===== src/hdl/upq_pkg.sv =====
`timescale 1ns / 1ps

package upq_pkg;

   // Command codes
   localparam logic [1:0] CMD_ENQ  = 2'd0;
   localparam logic [1:0] CMD_DEQ  = 2'd1;
   localparam logic [1:0] CMD_PEEK = 2'd2;

   // Status codes
   localparam logic [1:0] ST_OK    = 2'd0;
   localparam logic [1:0] ST_EMPTY = 2'd1;
   localparam logic [1:0] ST_FULL  = 2'd2;

   typedef struct packed {
      logic [1:0]         cmd;
      logic signed [31:0] item_priority;
      logic [15:0]        item_tag;
   } req_item_type;

   typedef struct packed {
      logic [1:0]         status;
      logic signed [31:0] found_priority;
      logic [15:0]        found_tag;
      logic               is_empty;
   } rsp_item_type;

   // One table entry
   typedef struct packed {
      logic signed [31:0] prio;
      logic [15:0]        tag;
   } entry_type;

endpackage


===== src/hdl/unsorted_priority_queue.sv =====
`timescale 1ns / 1ps

// Bounded priority queue of up to DEPTH entries held in arrival order in a
// single-port-read table. An enqueue appends at the tail. A dequeue or peek
// scans the held entries with one signed comparator, one table read per
// cycle; a dequeue then closes the gap by moving each later entry down one
// slot, one per cycle through the same read port. Ties go to the earliest
// entry (strict compare). The input side is stalled while an item is at
// work; a finished result sits in an output register, so the next item is
// taken while it waits. Empty and full are reported in the status field;
// command 3 is a no-op that returns ok.

module unsorted_priority_queue #(
   parameter int DEPTH = 16
) (
   input  logic                   clock,
   input  logic                   reset,
   input  logic                   req_valid,
   output logic                   req_stall,
   input  upq_pkg::req_item_type  req_item,
   output logic                   rsp_valid,
   input  logic                   rsp_stall,
   output upq_pkg::rsp_item_type  rsp_item
);
   import upq_pkg::*;

   localparam int AW = $clog2(DEPTH);
   localparam int CW = $clog2(DEPTH + 1);

   // sequencer states
   localparam logic [1:0] S_IDLE  = 2'd0;
   localparam logic [1:0] S_SCAN  = 2'd1;
   localparam logic [1:0] S_SHIFT = 2'd2;
   localparam logic [1:0] S_DONE  = 2'd3;

   logic [1:0]    state_ff, state_in;
   logic [CW-1:0] count_ff, count_in;
   logic [AW-1:0] cur_ff, cur_in;        // index of the entry on the read port
   logic [AW-1:0] best_idx_ff, best_idx_in;
   entry_type     best_ff, best_in;      // best so far; zero when nothing found
   logic          is_deq_ff, is_deq_in;
   logic [1:0]    status_ff, status_in;
   logic          rsp_valid_ff, rsp_valid_in;
   rsp_item_type  rsp_item_ff, rsp_item_in;

   logic          wr_en;
   logic [AW-1:0] wr_addr;
   entry_type     wr_data;
   logic [AW-1:0] rd_addr;
   entry_type     rd_data;

   logic [CW-1:0] last_idx;
   logic [CW-1:0] nxt_idx;
   logic          take;
   logic          at_last;

   upq_store #(
      .DEPTH (DEPTH)
   ) u_store (
      .clock   (clock),
      .wr_en   (wr_en),
      .wr_addr (wr_addr),
      .wr_data (wr_data),
      .rd_addr (rd_addr),
      .rd_data (rd_data)
   );

   assign req_stall = (state_ff != S_IDLE);
   assign rsp_valid = rsp_valid_ff;
   assign rsp_item  = rsp_item_ff;

   assign last_idx = count_ff - CW'(1);
   assign at_last  = (CW'(cur_ff) == last_idx);
   // first entry always seeds the best; later ones only on strictly greater
   assign take     = (cur_ff == '0) || (rd_data.prio > best_ff.prio);

   always_comb begin
      state_in     = state_ff;
      count_in     = count_ff;
      cur_in       = cur_ff;
      best_idx_in  = best_idx_ff;
      best_in      = best_ff;
      is_deq_in    = is_deq_ff;
      status_in    = status_ff;
      rsp_item_in  = rsp_item_ff;
      rsp_valid_in = rsp_valid_ff && rsp_stall;
      wr_en        = 1'b0;
      wr_addr      = count_ff[AW-1:0];
      wr_data.prio = req_item.item_priority;
      wr_data.tag  = req_item.item_tag;
      rd_addr      = '0;
      nxt_idx      = '0;

      case (state_ff)
         S_IDLE: begin
            if (req_valid) begin
               best_in   = '0;
               status_in = ST_OK;
               state_in  = S_DONE;
               case (req_item.cmd)
                  CMD_ENQ: begin
                     if (count_ff < CW'(DEPTH)) begin
                        wr_en    = 1'b1;
                        count_in = count_ff + CW'(1);
                     end else begin
                        status_in = ST_FULL;
                     end
                  end
                  CMD_DEQ, CMD_PEEK: begin
                     if (count_ff == '0) begin
                        status_in = ST_EMPTY;
                     end else begin
                        rd_addr   = '0;
                        cur_in    = '0;
                        is_deq_in = (req_item.cmd == CMD_DEQ);
                        state_in  = S_SCAN;
                     end
                  end
                  default: begin
                     // unused command: no change
                  end
               endcase
            end
         end

         S_SCAN: begin
            if (take) begin
               best_in     = rd_data;
               best_idx_in = cur_ff;
            end
            if (at_last) begin
               if (!is_deq_ff) begin
                  state_in = S_DONE;
               end else begin
                  nxt_idx = CW'(best_idx_in) + CW'(1);
                  if (nxt_idx < count_ff) begin
                     rd_addr  = nxt_idx[AW-1:0];
                     cur_in   = nxt_idx[AW-1:0];
                     state_in = S_SHIFT;
                  end else begin
                     // winner was the tail entry: nothing to move
                     count_in = count_ff - CW'(1);
                     state_in = S_DONE;
                  end
               end
            end else begin
               rd_addr = cur_ff + AW'(1);
               cur_in  = cur_ff + AW'(1);
            end
         end

         S_SHIFT: begin
            // move the entry on the read port down one slot
            wr_en   = 1'b1;
            wr_addr = cur_ff - AW'(1);
            wr_data = rd_data;
            if (at_last) begin
               count_in = count_ff - CW'(1);
               state_in = S_DONE;
            end else begin
               rd_addr = cur_ff + AW'(1);
               cur_in  = cur_ff + AW'(1);
            end
         end

         S_DONE: begin
            if (!rsp_valid_ff || !rsp_stall) begin
               rsp_valid_in               = 1'b1;
               rsp_item_in.status         = status_ff;
               rsp_item_in.found_priority = best_ff.prio;
               rsp_item_in.found_tag      = best_ff.tag;
               rsp_item_in.is_empty       = (count_ff == '0);
               state_in                   = S_IDLE;
            end
         end

         default: begin
            state_in = S_IDLE;
         end
      endcase
   end

   always_ff @(posedge clock) begin
      if (reset) begin
         state_ff     <= S_IDLE;
         count_ff     <= '0;
         rsp_valid_ff <= 1'b0;
      end else begin
         state_ff     <= state_in;
         count_ff     <= count_in;
         rsp_valid_ff <= rsp_valid_in;
      end
   end

   always_ff @(posedge clock) begin
      cur_ff      <= cur_in;
      best_idx_ff <= best_idx_in;
      best_ff     <= best_in;
      is_deq_ff   <= is_deq_in;
      status_ff   <= status_in;
      rsp_item_ff <= rsp_item_in;
   end

endmodule


===== src/hdl/upq_store.sv =====
`timescale 1ns / 1ps

module upq_store #(
   parameter int DEPTH = 16
) (
   input  logic                           clock,
   input  logic                           wr_en,
   input  logic [$clog2(DEPTH)-1:0]       wr_addr,
   input  upq_pkg::entry_type             wr_data,
   input  logic [$clog2(DEPTH)-1:0]       rd_addr,
   output upq_pkg::entry_type             rd_data
);
   import upq_pkg::*;

   entry_type mem [DEPTH];
   entry_type rd_data_ff;

   // one write port, one registered read port
   always_ff @(posedge clock) begin
      if (wr_en) begin
         mem[wr_addr] <= wr_data;
      end
      rd_data_ff <= mem[rd_addr];
   end

   assign rd_data = rd_data_ff;

endmodule

===== config.mk =====
export PLATFORM = sky130hd
export DESIGN_NAME = unsorted_priority_queue
export DESIGN_NICKNAME = d
export VERILOG_FILES = /design/src/hdl/upq_pkg.sv /design/src/hdl/unsorted_priority_queue.sv /design/src/hdl/upq_store.sv
export SDC_FILE = /design/constraint.sdc
export NUM_CORES = 1
export LEC_CHECK = 0
export ABC_AREA = 1
export BUFFER_PORTS_ARGS = -buffer_cell sky130_fd_sc_hd__buf_2
export CELL_PAD_IN_SITES_DETAIL_PLACEMENT = 1
export CELL_PAD_IN_SITES_GLOBAL_PLACEMENT = 2
export CORE_ASPECT_RATIO = 0.5
export CORE_MARGIN = 3
export CORE_UTILIZATION = 40
export DETAILED_ROUTE_END_ITERATION = 10
export MAX_ROUTING_LAYER = met4
export PLACE_DENSITY = 0.87
export SYNTH_ARGS = -nofsm -noshare
export SYNTH_HDL_FRONTEND = slang
export SYNTH_SLANG_ARGS = --single-unit

===== constraint.sdc =====
create_clock -name clock -period 5.15 [get_ports clock]
set_input_delay 0.515 -clock clock [delete_from_list [all_inputs] [get_ports clock]]
set_output_delay 0.515 -clock clock [all_outputs]
set_load 0.1 [all_outputs]

Word-level counts from Yosys, hierarchy flattened. Memories as Yosys holds them, arrays and structs flattened. A register that Yosys moved wholly into a read port is not among the register bits. Index checks and enable logic that the tools add are counted.

Add/subtract/negate cells: 5. Order comparisons: 3. Equal/unequal tests: 20. Muxes and demuxes: 48. Bitwise gates (word level): 1. Reduce and logical (&&, ||, !) cells: 20.

Operators by type and width (count): 48-bit two-way mux (3); 48-bit case mux with 2 select lines (1); 4-bit two-way mux (14); 5-bit two-way mux (7); 32-bit greater-than comparator (1); 2-bit inequality test, second input constant (10); 5-bit case mux with 3 select lines (1); 2-bit two-way mux (7); 4-bit case mux with 3 select lines (1); 1-bit two-way mux (10); 2-bit case mux with 4 select lines (1); 4-bit case mux with 2 select lines (1); 4-bit AND reduction (2); 8-bit AND reduction (1); 7-bit AND reduction (1); 2-bit == test, second input constant (3); 3-bit inequality test, second input constant (2); 4-bit by 1-bit adder with 5-bit output, second input constant (1); 5-bit by 1-bit adder with 5-bit output, second input constant (1); 4-bit by 5-bit == test with 1-bit output (1); 5-bit logical NOT (1); 5-bit < comparator (1); 5-bit < comparator, second input constant (1); 5-bit by 1-bit subtractor with 5-bit output, second input constant (1); 17 further kinds (24).

Flip-flop bits (word level): 118. RAM bits: 768. Input port bits: 54. Output and inout bits: 53. Word-level logic and storage cells: 111. Memories: 1.

Memories: u_store.mem (depth 16, bits a word 48, read ports 1, clocked after memory_dff 1, write ports 1, RTL line upq_store.sv:15) `entry_type mem [DEPTH];`.

Depth between registers and ports, before layout. Gate-level depths: netlist (run 1).

Depth after elaboration: 10. Gate-level depth with buffers: 39.

Modules after synthesis. Synthesis (run 1) repeated with hierarchy kept, for this count alone.

Cells, all modules: 3914. Area, all modules: 40547.6 um^2.

Modules (own cells, without submodules): upq_store (instances 1, cells each 3165, area each 33931.3 um^2, seq. area each 24023.0 um^2); unsorted_priority_queue (instances 1, cells each 749, area each 6616.3 um^2, seq. area each 3463.3 um^2).

Least setup slack after synthesis (run 1). OpenSTA, ideal clock, no wires.

Path kind: flip-flop to flip-flop. Start point: reg state_ff[0]. End point: mem u_store.mem[0][0] (netlist bit) (enable). Data arrival time: 3.736 ns. Data required time: 4.696 ns. Path slack: 0.961 ns. Cell stages (with the launch flop): 9. Path buffers: 0. Clock period less this slack: 4.189 ns. Cell sequence: dfxtp_1 > inv_1 > ha_1 > inv_1 > nor3_1 > nand2_1 > nand2_1 > nand3_1 > nor2_1.

Cells in the longest elaborated chain, start to end: 4. Elaborated cells on any way between the ends: 6. Classes of those cells: eq/ne (1); mux (4); reduce/logical (1).

Ends and longest elaborated chain: start, declared (RTL line unsorted_priority_queue.sv:36) `logic [1:0] state_ff, state_in;`; start signal, assigned (RTL line unsorted_priority_queue.sv:189) `state_ff <= state_in;`; 2-bit == test / 2-bit logical NOT (equally long branches) (RTL line unsorted_priority_queue.sv:94) `case (state_ff)`; 1-bit case mux with 2 select lines (RTL line unsorted_priority_queue.sv:94); 1-bit two-way mux (RTL line upq_store.sv:20) `if (wr_en) begin`; 1-bit two-way mux (not written as such) (RTL line upq_store.sv:21) `mem[wr_addr] <= wr_data;`; end, declared (RTL line upq_store.sv:15).

Parallel ways exist; a longest one is shown, timed or not.

Worst setup path in the final report (run 1).
Start point: reg best_ff[35] (netlist bit). End point: reg, netlist name u_store.rd_data[2].

Cells in the longest elaborated chain, start to end: 10.

Ends and longest elaborated chain: start, declared (RTL line unsorted_priority_queue.sv:40) `entry_type best_ff, best_in;`; start signal, assigned (RTL line unsorted_priority_queue.sv:198) `best_ff <= best_in;`; 32-bit greater-than comparator * (RTL line unsorted_priority_queue.sv:75) `assign take = (cur_ff == '0) || (rd_data.prio > best_ff.prio);`; 1-bit logical OR * (RTL line unsorted_priority_queue.sv:75); 4-bit two-way mux * (RTL line unsorted_priority_queue.sv:127) `if (take) begin`; 4-bit two-way mux * (RTL line unsorted_priority_queue.sv:94); 4-bit by 1-bit adder with 5-bit output * (RTL line unsorted_priority_queue.sv:135) `nxt_idx = CW'(best_idx_in) + CW'(1);`; 5-bit < comparator (RTL line unsorted_priority_queue.sv:136) `if (nxt_idx < count_ff) begin`; 4-bit two-way mux * (RTL line unsorted_priority_queue.sv:136); 4-bit two-way mux * (RTL line unsorted_priority_queue.sv:132) `if (!is_deq_ff) begin`; 4-bit two-way mux * (RTL line unsorted_priority_queue.sv:131) `if (at_last) begin`; 4-bit case mux with 2 select lines * (RTL line unsorted_priority_queue.sv:94).

Every way passes the cells marked *; elsewhere a longest branch is shown, timed or not. The select of a mux whose other input is x is not followed. A chain may end at the register's enable or synchronous reset.

==> summary.txt, run 1 <==
Run status
  • Status: complete, no violations

Timing
  • Final period utilization: between 90% and 100%
  • FMAX: 206 MHz
  • Clock Skew: around 0.028 ns
  • Post-route setup slack: between 0.2 and 0.3 ns
  • Slew HR: 33.7%
  • Post-layout min period: roughly 4.9 ns
  • Final hold vios: 0
  • Endpoints failing setup: 0
  • Final Slew Violations: 0
  • Worst slew pin tran: slightly below 1 ns

Synth
  • Post-Synth Simple-Gate Area: between 20% and 30%
  • Cell Area, Synth: approximately 42000 sq um
  • Cell variety after synth: 39
  • Yosys reg bits: slightly above 900
  • Post-synthesis mux area share: 0%
  • Avg Inst Size Synth: approximately 11 sq um
  • Compound-Gate Fraction of Synth Area: less than 1%
  • Post-synthesis instance total: between 3000 and 4000
  • Adder and majority gate portion of the synthesized area: 1.44%
  • Synth warnings: 0
  • Sequential area share after synthesis: 66.0%
  • Largest family of logic cells by synthesized area: simple AND/OR/NAND/NOR gates
  • Net count after synthesis: between 3000 and 4000
  • Synth Area in XOR/XNOR: 0.252%

Critical path
  • Critical Path End Type: register
  • Critical path's slowest cell: edfxtp_1
  • Setup Crit Path Kind: reg2reg
  • Crit Path Max Fanout: 15
  • Critical Path AT: 5.44 ns
  • Crit path launch type: register
  • Reg2Reg Depth: 30
  • Critical Path Max Stage Delay: 0.35 ns
  • Reg2reg setup slack: roughly 0.28 ns
  • Crit Reg-Reg Startpoint: best_ff[35]
  • R2R Path End: u_store.rd_data[2]
  • Worst Path Required: between 5 and 6 ns

Placed design
  • DP Cell Count: approximately 5300
  • Pre-CTS WS: roughly 0.12 ns
  • RePlAce Congestion: approximately 0.85
  • PortBufs: roughly 110
  • Post-DP HPWL: roughly 71000 microns

Power
  • Total power divided by cell area: between 600 and 700 nW/um^2
  • Pleak: ~20 nW
  • Peak supply drop: approximately 0.48 mV

Clocking
  • H-tree lvl count: 3
  • Root Driver: clkbuf_16
  • CTS tree: done
  • CTS Buffer Depth: 3
  • Number of CTS-inserted buffers: slightly below 90
  • Clock Latency Late Sink: approximately 0.7 ns
  • Clk sinks: around 930
  • CTS Hold Bufs: 0
  • CTS clk-pin slew, worst paths: 0.07 ns

Hold path
  • Hold Path Origin: reset
  • Hold WC Path Type: in2reg
  • Hold EP: rsp_valid
  • WHS Path Cells: 2

GRT
  • Total track usage: between 20% and 30%
  • Total congestion overflow: 0
  • Vias in the first global route: slightly above 30000
  • Largest net degree at the start of global routing: 140
  • First-pass GRT wire length: about 190000 microns
  • Initial antenna violation count: 1

Finish
  • Nets: approximately 4100
  • Layout fillers: 11000
  • ANT cells: 0
  • Area delta synth->final: 14.6%
  • Layout Cells excl Fill: between 5000 and 6000
  • Area occupied by multi-input gates: about 10000 sq um
  • Share of layout cells above drive strength 1: a little under an eighth
  • Seq. cell area: between 20000 and 30000 sq um

Floorplan
  • Starting Density: between 40 and 50%
  • Core Footprint: 103000 sq um
  • Row count: 83
  • Die span in y: 234 microns
  • Die width: 462 microns
  • Die area: about 110000 sq um
  • IO Count: roughly 110

Routing
  • Average wire per cell in the routed design: around 24 microns
  • Drt drc: 0
  • Drt pass-1 iters: 5
  • Initial DRC Count: 2748
  • Antenna-violating nets left: 0
  • Avg Vias per Cell: 5.42
  • Vias: 29400
  • Drt total wl: between 100000 and 150000 microns

Run
  • Max-cap check violation count: 0
-- stage by stage --
step / instance area, sq um / total power, mW / hold slack, ns / utilization [%] / TNS, ns
final: 47700 / 29.4 / 0.0755 / 46.4 / 0
after global routing: 47700 / 30.9 / 0.0604 / 46.4 / -0.0642
after CTS: 47600 / 29.3 / 0.0276 / 46.3 / 0
after detailed placement: 44600 / 22.3 / 0.406 / 43.3 / 0
after global placement: 44600 / 21.9 / 0.402 / 43.3 / 0
after floorplan: 41700 / 18.0 / 0.400 / - / 0
-- timing repair --
item                                    CTS  global route
endpoints found under the setup margin    0            48
gates resized for setup                   0            18
buffers inserted                          0             8
-- critical path, delay by kind of cell (launching register included) --
family | cells | cell delay (ns)
AO/OA/AOI/OAI | 5 | 1.00
flip-flops | 1 | 0.35
AND/OR/NAND/NOR | 17 | 2.05
adder cells (fa/ha/maj) | 2 | 0.60
buffers and inverters | 6 | 0.74
-- worst max path at each step --
stage | from | to | slack (ns) | cells past startpoint
floorplan | state_ff[0] | u_store.mem[0][0] | 0.96 | 8
global placement | best_ff[31] | u_store.rd_data[44] | 0.18 | 33
detailed placement | best_ff[31] | u_store.rd_data[19] | 0.12 | 32
CTS | best_ff[23] | u_store.rd_data[2] | 0.05 | 32
global route | best_ff[35] | u_store.rd_data[2] | -0.05 | 30
finish | best_ff[35] | u_store.rd_data[2] | 0.28 | 30
-- Yosys cell counts --
cell	number	area (sq um)
nand3_1	923	4620
edfxtp_1	878	26400
inv_1	707	2650
nand2_1	652	2450
nand3b_1	192	1440
buf_2	79	395
clkbuf_1	60	225
dfxtp_1	56	1120
buf_4	54	405
ha_1	48	601
nor2_1	41	154
a21oi_1	26	130
buf_6	23	259
o21ai_0	21	105
nand2_2	12	75.1
nand3_2	12	120
xor2_1	9	78.8
inv_2	7	26.3
buf_1	6	22.5
a211oi_1	5	37.5
nand2_4	5	56.3
nor3_1	5	25.0
nand4_1	4	25.0
o21ai_2	4	35.0
o21a_1	3	22.5
o21ai_1	3	15.0
xnor2_1	3	26.3
a21o_1	2	15.0
buf_8	2	30.0
nor2_2	2	12.5
a2111oi_0	1	8.76
a21boi_1	1	7.51
a21oi_4	1	16.3
a31oi_1	1	6.26
buf_12	1	20.0
inv_4	1	6.26
nand3_4	1	17.5
nor4_4	1	21.3
o21ai_4	1	16.3
-- where the power goes --
part           switching [mW]  internal, mW
Sequential              0.534          10.2
Combinational            8.40          3.32
Clock                    2.96          3.99
-- cell type report --
type	instances	share of cell area, %
clock buffer	134	5.50
clock inverter	29	0.860
inverter	715	5.63
multi-input combinational	1980	21.8
sequential	934	57.6
tap	1402	3.67
timing repair buffer	241	4.91
-- layout by cell type, fill, tap and decap left out, types with 12 or more instances in the layout --
cell type	instances
nand3_1	921
o21ai_0	21
nor2_1	22
buf_12	64
nand3b_1	192
buf_4	71
inv_1	705
nand2_1	648
clkbuf_8	21
clkbuf_1	23
a21oi_1	24
clkbuf_16	90
nand3_2	12
buf_2	106
nor2_4	18
edfxtp_1	878
nand2_2	14
dfxtp_1	54
ha_1	45
-- state kept, by name, indices dropped and copies added, names as in the netlist --
register	cells
count_ff	5
rsp_valid	1
state_ff	2
status_ff	2
rsp_item	51
best_idx_ff	4
is_deq_ff	1
cur_ff	4
best_ff	48
u_store.mem	768
u_store.rd_data	48
-- kinds of logic after synthesis --
family,after synthesis
flip-flops,934
AND/OR/NAND/NOR,1850
buffers and inverters,940
XOR/XNOR,12
adder cells (fa/ha/maj),48
AO/OA/AOI/OAI,69
-- layer usage --
| metal | part of all wire [%] | global-route usage (%) | up-vias |
|---|---|---|---|
| li1 | - | - | 13100 |
| met3 | 6.0 | 3.39 | 282 |
| met2 | 48 | 39.5 | 984 |
| met5 | 0 | - | - |
| met1 | 43 | 31.2 | 15000 |
| met4 | 3.1 | 8.05 | 0 |
Note: power is estimated with default switching activity, not from simulation.
==> run 2, diff against run 1 <==
Settings changed: CAP_MARGIN set to 40, CORE_UTILIZATION 40 to 42, PLACE_DENSITY 0.87 to 0.9.
==> run 2 against run 1 <==
  * Maximum frequency down 2.0%
  * Global-route usage up 1.0 points
  * Via count up 2.2%
  * Non-clock buffer count up 4
  * Clock skew about the same
  * Critical endpoint is now u_store.rd_data[17]
  * Largest cell class unchanged
==> summary.txt, run 2 (synthesis results as in run 1) <==
GRT
  • Largest net degree at the start of global routing: 107 (was 140)
  • Vias in the first global route: 30800 (was 30700)
  • Total congestion overflow: 0 (unchanged)
  • First-pass GRT wire length: 192000 microns (about the same)
  • Initial antenna violation count: 1 (unchanged)
  • Total track usage: 25.2% (was 24.2%)

Power
  • Peak supply drop: 0.329 mV (was 0.475 mV)
  • Total power divided by cell area: 624 nW/um^2 (was 616 nW/um^2)
  • Pleak: 19.8 nW (was 19.7 nW)

Routing
  • Avg Vias per Cell: 5.63 (was 5.42)
  • Drt pass-1 iters: 5 (unchanged)
  • Antenna-violating nets left: 0 (unchanged)
  • Initial DRC Count: 3331 (was 2748)
  • Average wire per cell in the routed design: 25.1 microns (was 23.8 microns)
  • Drt total wl: 134000 microns (was 129000 microns)
  • Drt drc: 0 (unchanged)
  • Vias: 30100 (was 29400)

Timing
  • Final period utilization: 96.5% (was 94.5%)
  • Endpoints failing setup: 0 (unchanged)
  • Slew HR: 39.4% (was 33.7%)
  • Post-layout min period: 4.97 ns (was 4.87 ns)
  • Clock Skew: 0.0273 ns (was 0.0275 ns)
  • Final hold vios: 0 (unchanged)
  • Worst slew pin tran: 0.907 ns (was 0.994 ns)
  • Worst hold slack: 0.0875 ns (was 0.0755 ns)
  • Final Slew Violations: 0 (unchanged)
  • FMAX: 201 MHz (was 206 MHz)

Floorplan
  • Die area: 103000 sq um (was 108000 sq um)
  • IO Count: 107 (unchanged)
  • Starting Density: 43.0% (was 40.5%)
  • Die span in y: 229 microns (was 234 microns)
  • Core Footprint: 96800 sq um (was 103000 sq um)
  • Row count: 80 (was 83)
  • Die width: 451 microns (was 462 microns)

Critical path
  • Worst Path Required: 5.70 ns (was 5.73 ns)
  • Critical Path End Type: register (unchanged)
  • Critical path's slowest cell: dfxtp_1 (was edfxtp_1)
  • Crit Path Max Fanout: 19 (was 15)
  • Critical Path Max Stage Delay: 0.44 ns (was 0.35 ns)
  • Crit path launch type: register (unchanged)
  • Most common cell on crit path: nand3_1
  • Critical Path AT: 5.52 ns (was 5.44 ns)
  • Setup Crit Path Kind: reg2reg (unchanged)

Finish
  • Design Area, Final: 47700 sq um (about the same)
  • Share of layout cells above drive strength 1: 11.4% (about the same)
  • Commonest non-fill, non-tap cell in the layout: nand3_1 (unchanged)
  • Most flop-heavy register: u_store.mem (unchanged)
  • Layout Cells excl Fill: 5347 (was 5435)
  • ANT cells: 0 (unchanged)
  • Final core occ: 49.3% (was 46.4%)
  • Commonest non-fill, non-tap cells in the layout: 922 x nand3_1, 878 x edfxtp_1, 705 x inv_1 (was 921 x nand3_1, 878 x edfxtp_1, 705 x inv_1)
  • Nets: 4067 (was 4063)
  • Area delta synth->final: 14.4% (was 14.6%)
  • Max reg flops: 768 (unchanged)

Clocking
  • CTS clk-pin slew, worst paths: 0.07 ns (about the same)
  • H-tree lvl count: 3 (unchanged)
  • CTS Buffer Depth: 3 (unchanged)
  • Clock Latency Late Sink: 0.69 ns (was 0.70 ns)
  • CTS Hold Bufs: 0 (unchanged)
  • Number of CTS-inserted buffers: 87 (was 89)
  • CTS tree: done (unchanged)
  • Clk sinks: 934 (unchanged)
  • Root Driver: clkbuf_16 (unchanged)

Placed design
  • DP Cell Count: 5148 (was 5263)
  • Post-DP HPWL: 72100 microns (was 70700 microns)
  • RePlAce Congestion: 0.834 (was 0.847)
  • Area post-placement: 44000 sq um (was 44600 sq um)
  • PortBufs: 106 (unchanged)

Run
  • Max-cap check violation count: 0 (unchanged)

Hold path
  • Hold WC Path Type: in2reg (unchanged)

Run status
  • Status: complete, no violations (unchanged)
## run 2: cell count changes in the layout (fill, tap and decap cells not counted), sizes merged
cell	previous run	this run
nand2	670	672
clkbuf	134	129
bufinv	9	11
buf	241	232
clkinv	15	28
inv	719	718
## run 2: worst max-delay path: cells and delay by family, from the launching register on
| kind | cells | cell delay [ns] |
|---|---|---|
| buf+inv | 5 | 0.81 |
| flops | 1 | 0.44 |
| fa+ha+maj | 2 | 0.59 |
| simple gates | 20 | 2.32 |
| compound gates | 3 | 0.64 |
## run 2: stage by stage
stage	power (mW)	TNS (ns)	worst slack [ns]
final	29.8	0	0.182
after global routing	31.2	-1.24	-0.0561
after CTS	28.6	0	0.0223
after detailed placement	21.8	0	0.0586
after global placement	21.3	0	0.168
after floorplan	18.0	0	0.961
## run 2: area by class of cell
class / instances / area, sq um
fillers: 10300 / 49100
flip-flops and latches: 934 / 27500
multi-input cells: 1982 / 10500
inverters: 715 / 2690
repair buffers: 245 / 2510
clock buffers: 116 / 2380
well taps: 1312 / 1640
clock inverters: 43 / 508
## run 2: report_power, final
group	switching, mW	internal [mW]	total, mW
clock	2.95	3.81	6.76
sequential	0.561	10.2	10.8
combinational	8.80	3.43	12.2
## run 2: path summary, 6_finish.rpt
kind / cells past startpoint / slack, ns / end / from
max reg2reg: 30 / 0.18 / u_store.rd_data[17] / u_store.rd_data[45]
max: 30 / 0.18 / u_store.rd_data[17] / u_store.rd_data[45]
min: 2 / 0.09 / rsp_valid / reset
min reg2reg: 0 / 0.42 / rsp_item[8] / best_ff[7]
## run 2: repair_timing
action | CTS | global route
buffers inserted | 0 | 20
setup endpoints to repair | 7 | 48
cloned | 0 | 20
pin swaps | 0 | 14
resized for setup | 3 | 38
## run 2: per-layer routing
layer | share of wire (%) | global-route usage (%) | up-vias
met5 | 0 | - | -
met4 | 3.2 | 7.93 | 0
met3 | 7.8 | 3.70 | 271
met2 | 48 | 40.8 | 1343
met1 | 41 | 32.8 | 15300
li1 | - | - | 13100
